$ cat config.mk
export PLATFORM = sky130hd
export DESIGN_NAME = bkht_div
export DESIGN_NICKNAME = d
export VERILOG_FILES = /design/src/sv/bkht_pkg.sv /design/src/sv/bkht_div.sv
export SDC_FILE = /design/constraint.sdc
export NUM_CORES = 1
export LEC_CHECK = 0
export BUFFER_PORTS_ARGS = -buffer_cell sky130_fd_sc_hd__buf_2
export CAP_MARGIN = 25
export CORE_MARGIN = 2
export CORE_UTILIZATION = 55
export DETAILED_ROUTE_END_ITERATION = 8
export PLACE_DENSITY_LB_ADDON = 0.05
export SLEW_MARGIN = 20
export SYNTH_ARGS = -nofsm -noshare
export SYNTH_HDL_FRONTEND = slang
export SYNTH_SLANG_ARGS = --single-unit
$ cat constraint.sdc
create_clock -name clk_i -period 3.6 [get_ports clk_i]
set_input_delay 0.18 -clock clk_i [delete_from_list [all_inputs] [get_ports clk_i]]
set_output_delay 0.18 -clock clk_i [all_outputs]
set_load 0.01 [all_outputs]
$ cat src/sv/bkht_pkg.sv
package bkht_pkg;

  localparam int unsigned DataW = 32;

  localparam logic [1:0] ACT_INSERT = 2'd0;
  localparam logic [1:0] ACT_READ   = 2'd1;
  localparam logic [1:0] ACT_CLEAR  = 2'd2;
  localparam logic [1:0] ACT_UNUSED = 2'd3;

  localparam logic [2:0] CFG_BRICKS_X = 3'd0;
  localparam logic [2:0] CFG_BRICKS_Y = 3'd1;
  localparam logic [2:0] CFG_BRICKS_Z = 3'd2;
  localparam logic [2:0] CFG_SLOTS    = 3'd3;
  localparam logic [2:0] CFG_LIMIT    = 3'd4;

  typedef struct packed {
    logic             start;
    logic [DataW-1:0] dividend;
    logic [DataW-1:0] divisor;
  } div_req_t;

  typedef struct packed {
    logic             done;
    logic [DataW-1:0] quotient;
    logic [DataW-1:0] remainder;
  } div_rsp_t;

endpackage

$ cat src/sv/bkht_div.sv
module bkht_div (
  input  logic               clk_i,
  input  logic               rst_ni,
  input  bkht_pkg::div_req_t req_i,
  output bkht_pkg::div_rsp_t rsp_o
);
  import bkht_pkg::*;

  logic             busy_q;
  logic             done_q;
  logic [5:0]       cnt_q;
  logic [DataW-1:0] rem_q;
  logic [DataW-1:0] quo_q;
  logic [DataW-1:0] div_q;
  logic             bzero_q;
  logic [DataW:0]   rem_sh;
  logic [DataW:0]   diff;
  logic             ge;

  // One restoring step per cycle; a zero divisor leaves the dividend as remainder.
  always_comb begin
    rem_sh = {rem_q, quo_q[DataW-1]};
    diff   = rem_sh - {1'b0, div_q};
    ge     = rem_sh >= {1'b0, div_q};
  end

  always_ff @(posedge clk_i or negedge rst_ni) begin
    if (!rst_ni) begin
      busy_q <= 1'b0;
      done_q <= 1'b0;
      cnt_q  <= '0;
    end else if (req_i.start) begin
      busy_q <= 1'b1;
      done_q <= 1'b0;
      cnt_q  <= 6'(DataW);
    end else if (busy_q) begin
      cnt_q <= cnt_q - 6'd1;
      if (cnt_q == 6'd1) begin
        busy_q <= 1'b0;
        done_q <= 1'b1;
      end
    end else begin
      done_q <= 1'b0;
    end
  end

  always_ff @(posedge clk_i) begin
    if (req_i.start) begin
      rem_q   <= '0;
      quo_q   <= req_i.dividend;
      div_q   <= req_i.divisor;
      bzero_q <= (req_i.divisor == '0);
    end else if (busy_q) begin
      rem_q <= ge ? diff[DataW-1:0] : rem_sh[DataW-1:0];
      quo_q <= {quo_q[DataW-2:0], ge};
    end
  end

  assign rsp_o.done      = done_q;
  assign rsp_o.quotient  = bzero_q ? '0 : quo_q;
  assign rsp_o.remainder = rem_q;

endmodule

# Word level (Yosys, flattened, before mapping)

Cells that the tools add are included.

Bits in registers: 105
Input bits: 67
Output and inout port bits: 65
Word-level logic and storage cells: 26

Add/sub/neg operators: 2
Reduce and logical (&&, ||, !) cells: 2
$lt $le $gt $ge: 1
Equal/unequal tests: 2
Mux-type cells: 12

Operator list:

| cell                                                                  | number |
|---|---|
| 32-bit 2-to-1 mux                                                     | 4 |
| 33-bit by 32-bit greater-or-equal comparator with 1-bit output        | 1 |
| 32-bit zero test                                                      | 1 |
| 32-bit subtractor                                                     | 1 |
| 6-bit 2-to-1 mux                                                      | 2 |
| 6-bit by 1-bit equality test with 1-bit output, second input constant | 1 |
| 1-bit 2-to-1 mux                                                      | 6 |
| 6-bit by 1-bit subtractor with 6-bit output, second input constant    | 1 |
| 3-bit by 2-bit != test with 1-bit output, second input constant       | 1 |
| 2-bit nonzero test                                                    | 1 |

# Longest topological paths before layout

Depth in word-level cells: 4
Mapped depth: 13
Gate-level depth less buffers: 11

# Least setup slack after synthesis

No wires, ideal clock.

Path type: reg2reg
From: register rem_q[3]
To: register rem_q[18]
Stages on the path, launching flop included: 12
Arrival time: 2.691 ns
Library setup time: 0.088 ns
Period minus slack after synthesis: 2.779 ns
Data required time: 3.512 ns
Buffers on the path: 2
Path slack: 0.821 ns
Path through: dfxtp_1 ha_1 a21o_1 or3_1 o221a_2 a2111o_1 a21oi_2 or2_1 buf_4 buf_4 nand2_1 a311oi_2

Cells in the longest elaborated chain, start to end: 2
Elaborated cells between the ends (all ways): 3
Classes of those cells: add/sub: 1; order compare: 1; mux: 1

RTL lines:

| item                                                                                                       | RTL line                       | text |
|---|---|---|
| start, declared                                                                                            | bkht_div.sv:12                 | `logic [DataW-1:0] rem_q;` |
| start signal, assigned                                                                                     | bkht_div.sv:54                 | `rem_q <= ge ? diff[DataW-1:0] : rem_sh[DataW-1:0];` |
| 32-bit subtractor / 33-bit by 32-bit greater-or-equal comparator with 1-bit output (equally long branches) | bkht_div.sv:23, bkht_div.sv:24 |  |
| 32-bit 2-to-1 mux (*)                                                                                      | bkht_div.sv:54                 |  |

Mark *: on every way between the ends. The rest lies on a longest branch, timed or not.
A chain may end at the register's enable or synchronous reset.

# Worst setup path after layout

From: register quo_q[31]
To: register rem_q[26]

Cells in the longest elaborated chain, start to end: 2
Elaborated cells between the ends (all ways): 3
Classes of those cells: add/sub: 1; order compare: 1; mux: 1

RTL lines:

| item                                                                                                       | RTL line                       | text |
|---|---|---|
| start, declared                                                                                            | bkht_div.sv:13                 | `logic [DataW-1:0] quo_q;` |
| start signal, assigned                                                                                     | bkht_div.sv:50                 | `quo_q <= req_i.dividend;` |
| start signal, assigned                                                                                     | bkht_div.sv:55                 | `quo_q <= {quo_q[DataW-2:0], ge};` |
| 32-bit subtractor / 33-bit by 32-bit greater-or-equal comparator with 1-bit output (equally long branches) | bkht_div.sv:23, bkht_div.sv:24 |  |
| 32-bit 2-to-1 mux (*)                                                                                      | bkht_div.sv:54                 |  |

Marked as above.

==> impl_metrics.env <==
export IMPL_status="finished, final reports clean"
export IMPL_cpMostUsedCell="a311oi_1"
export IMPL_dpl_hpwl_mm=10.91
export IMPL_cts_repair_resized=0
export IMPL_yosys_area_top_type="edfxtp_1"
export IMPL_synth_area_leaders="edfxtp_1 31%, dfxtp_1 10%, ha_1 6.8%"
export IMPL_p_comb_frac=0.272
export IMPL_cp_end_kind="register"
export IMPL_coreArea_mm2=0.01094
export IMPL_gp_congestion=0.9941
export IMPL_drive_above_1_share=0.2565
export IMPL_fillCellCount=910
export IMPL_slowest_delay_ps=630
export IMPL_start_util=0.5704
export IMPL_crit_path_max_fanout=4
export IMPL_htreeDepth=3
export IMPL_synth_cell_type_count=55
export IMPL_antenna_left=0
export IMPL_wl_per_cell_um=16.49
export IMPL_grt_ovfl_total=0
export IMPL_setup_violations=0
export IMPL_crit_arrival_ps=3500
export IMPL_yosysWarnings=0
export IMPL_power_total_mw=3.532
export IMPL_wirelength_mm=14.98
export IMPL_fmax_mhz=310.3
export IMPL_io_buffers=131
export IMPL_power_share_clock=0.283
export IMPL_ir_worst_vdd_uv=342.0
export IMPL_fin_setup_tns_ps=0
export IMPL_hold_violations=0
export IMPL_grt_pass1_vias=4996
export IMPL_grt_use_total=0.2433
export IMPL_synth_area_mm2=0.006237
export IMPL_die_y_um=110.5
export IMPL_n_antenna_cell=0
export IMPL_switching_share=0.3138
export IMPL_syn_area_per_cell_um2=9.670
export IMPL_synth_edf_count=65
export IMPL_nets=865
export IMPL_cts_buffers_inserted=9
export IMPL_synth_top_area_share=0.3129
export IMPL_die_w_um=110.5
export IMPL_period_share=0.8952
export IMPL_worst_slew_pin_slew_ps=779.1
export IMPL_maxSlewViolCount=0
export IMPL_die_area_mm2=0.01221
export IMPL_maxSlewHeadroom=0.4806
export IMPL_ios=132
export IMPL_synth_fp_nets=747
export IMPL_antenna_found_initial=0
export IMPL_vias_per_cell=5.770
export IMPL_synth_cells=645
export IMPL_cts_buffer_depth=2
export IMPL_num_vias=5239
export IMPL_cp_required_ps=3880
export IMPL_dpl_worst_slack_ps=410.7
export IMPL_p_switching_mw=1.108
export IMPL_cellPowerDensity_mw_per_mm2=482.8
export IMPL_synth_main_ff_cell="edfxtp_1"
export IMPL_path_clk_slew_ps=70
export IMPL_finalClockSkew_ps=11.83
export IMPL_cts_sink_count=105
export IMPL_synth_seq_area_share=0.4477
export IMPL_ys_ff_latch=105
export IMPL_rrSetupSlack_ps=380
export IMPL_cp_cell_sequence="inv_1 -> ha_1 -> fa_1 -> nor2b_1 -> o31a_1 -> o311ai_0 -> a31oi_1 -> a311oi_1 -> xnor2_1 -> nand2_1 -> a311oi_1"
export IMPL_drc=0
export IMPL_ys_async_sr_fraction=0.07619
export IMPL_drt_iter0_drc=336
export IMPL_grt_max_degree=49
export IMPL_critPathKind="reg -> reg"
export IMPL_p_int_mw=2.423
export IMPL_cp_start_kind="register"
export IMPL_grt_pass1_wl_mm=24.34
export IMPL_hp_class="in -> reg"
export IMPL_core_rowCount=38
export IMPL_setup_ws_ps=377.4
export IMPL_seqPwrFrac=0.445
export IMPL_crit_path_top_delay_cell="o311ai_0"
export IMPL_cap_violations=0
export IMPL_cts_tree="built"
export IMPL_fin_crit_ps=3223
export IMPL_cts_root_buf="clkbuf_16"
export IMPL_rsz0062_at_grt="false"
export IMPL_area_growth_syn_to_layout_pct=17.27
export IMPL_p_leak_nw=3.173
export IMPL_drtPass1Iterations=5
export IMPL_worst_skew_pair_late_latency_ps=360
logic make-up (layout without fill, tap and decap cells):
group / Yosys count / after routing / synth area share
fa+ha+maj: 35 / 35 / 0.07141
xor+xnor: 28 / 28 / 0.03932
mux: 31 / 31 / 0.05597
flops: 105 / 105 / 0.4477
buf+inv: 79 / 202 / 0.05235
simple gates: 228 / 228 / 0.1733
compound gates: 139 / 139 / 0.1599
power groups by stage:
stage                     registers, mW  clock network, mW  logic, mW
after floorplan                    1.57                  0      0.680
after global placement             1.59                  0      0.919
after detailed placement           1.60                  0      0.942
after CTS                          1.57               1.01      0.950
after global routing               1.59               1.06       1.07
final                              1.57               1.00      0.961
placed cells by master (no fill, tap or decap), drive strengths merged, types with 31 or more instances in the layout:
master / synthesis / layout
a21oi: 35 / 35
buf: 6 / 140
dfxtp: 32 / 32
edfxtp: 65 / 65
ha: 34 / 34
inv: 45 / 46
mux2: 31 / 31
nand2: 74 / 74
nor2: 56 / 56
nor2b: 37 / 37
Yosys cell counts, drive strengths merged (7+ instances only):
| master | number |
|---|---|
| mux2 | 31 |
| clkbuf | 28 |
| nor2 | 56 |
| dfxtp | 32 |
| edfxtp | 65 |
| nor3 | 7 |
| inv | 45 |
| dfrtp | 8 |
| nor2b | 37 |
| ha | 34 |
| xor2 | 8 |
| nand2 | 74 |
| a21o | 9 |
| a311oi | 26 |
| nand3 | 14 |
| o21ai | 24 |
| nor4 | 11 |
| a21oi | 35 |
| nand4 | 11 |
| xnor2 | 20 |
layer usage:
layer	global-route usage	share of wire	vias up
li1	-	-	2573
met1	0.3152	0.46	2480
met2	0.3959	0.47	157
met3	0.03842	0.043	29
met4	0.1233	0.031	0
met5	0	0	-
per-stage QoR:
| step | cell area (um2) | util | std cells | hold WS, ps |
|---|---|---|---|---|
| floorplan | 6237 | - | 645 | -115.6 |
| global placement | 6974 | 0.6378 | 890 | 26.63 |
| detailed placement | 6974 | 0.6378 | 890 | 33.24 |
| CTS | 7287 | 0.6664 | 907 | 1.934 |
| global route | 7315 | 0.6689 | 908 | 1.861 |
| finish | 7315 | 0.6689 | 908 | 8.535 |
registers in the layout (all words and copies together), names as in the netlist:
name,flops
rem_q,32
busy_q,1
done_q,1
bzero_q,1
quo_q,32
div_q,32
cnt_q,6
final cells by class:
cell class	count	area (um2)	share of cell area
Inverter	45	168.9	0.02309
Clock buffer	13	281.5	0.03849
Sequential cell	105	2794	0.3820
Timing Repair Buffer	141	755.7	0.1033
Multi-Input combinational cell	461	3118	0.4263
Tap cell	140	175.2	0.02395
Clock inverter	3	21.27	0.002908
path summary, 6_finish.rpt:
kind	depth (start not counted)	end	startpoint
setup / recovery	11	rem_q[26]	quo_q[31]
hold / removal	1	div_q[1]	req_i[1]
setup reg to reg	11	rem_q[26]	quo_q[31]
hold reg to reg	2	rem_q[20]	rem_q[19]
max in group asynchronous	2	busy_q	rst_ni
min in group asynchronous	2	done_q	rst_ni
timing repair:
item / CTS / global route
endpoints found under the hold margin: 8 / 0
hold buffers: 1 / 0
buffers inserted: 0 / 0
critical path, delay by kind of cell (launching register included):
kind / cells / cell delay (ps)
AOI/OAI and AO/OA: 5 / 1970
adders and majority gates: 2 / 400
DFF: 1 / 390
xor gates and xnor gates: 1 / 160
and+or+nand+nor: 2 / 140
buffers and inverters: 1 / 90
No activity file was read; power rests on OpenSTA's default activity.
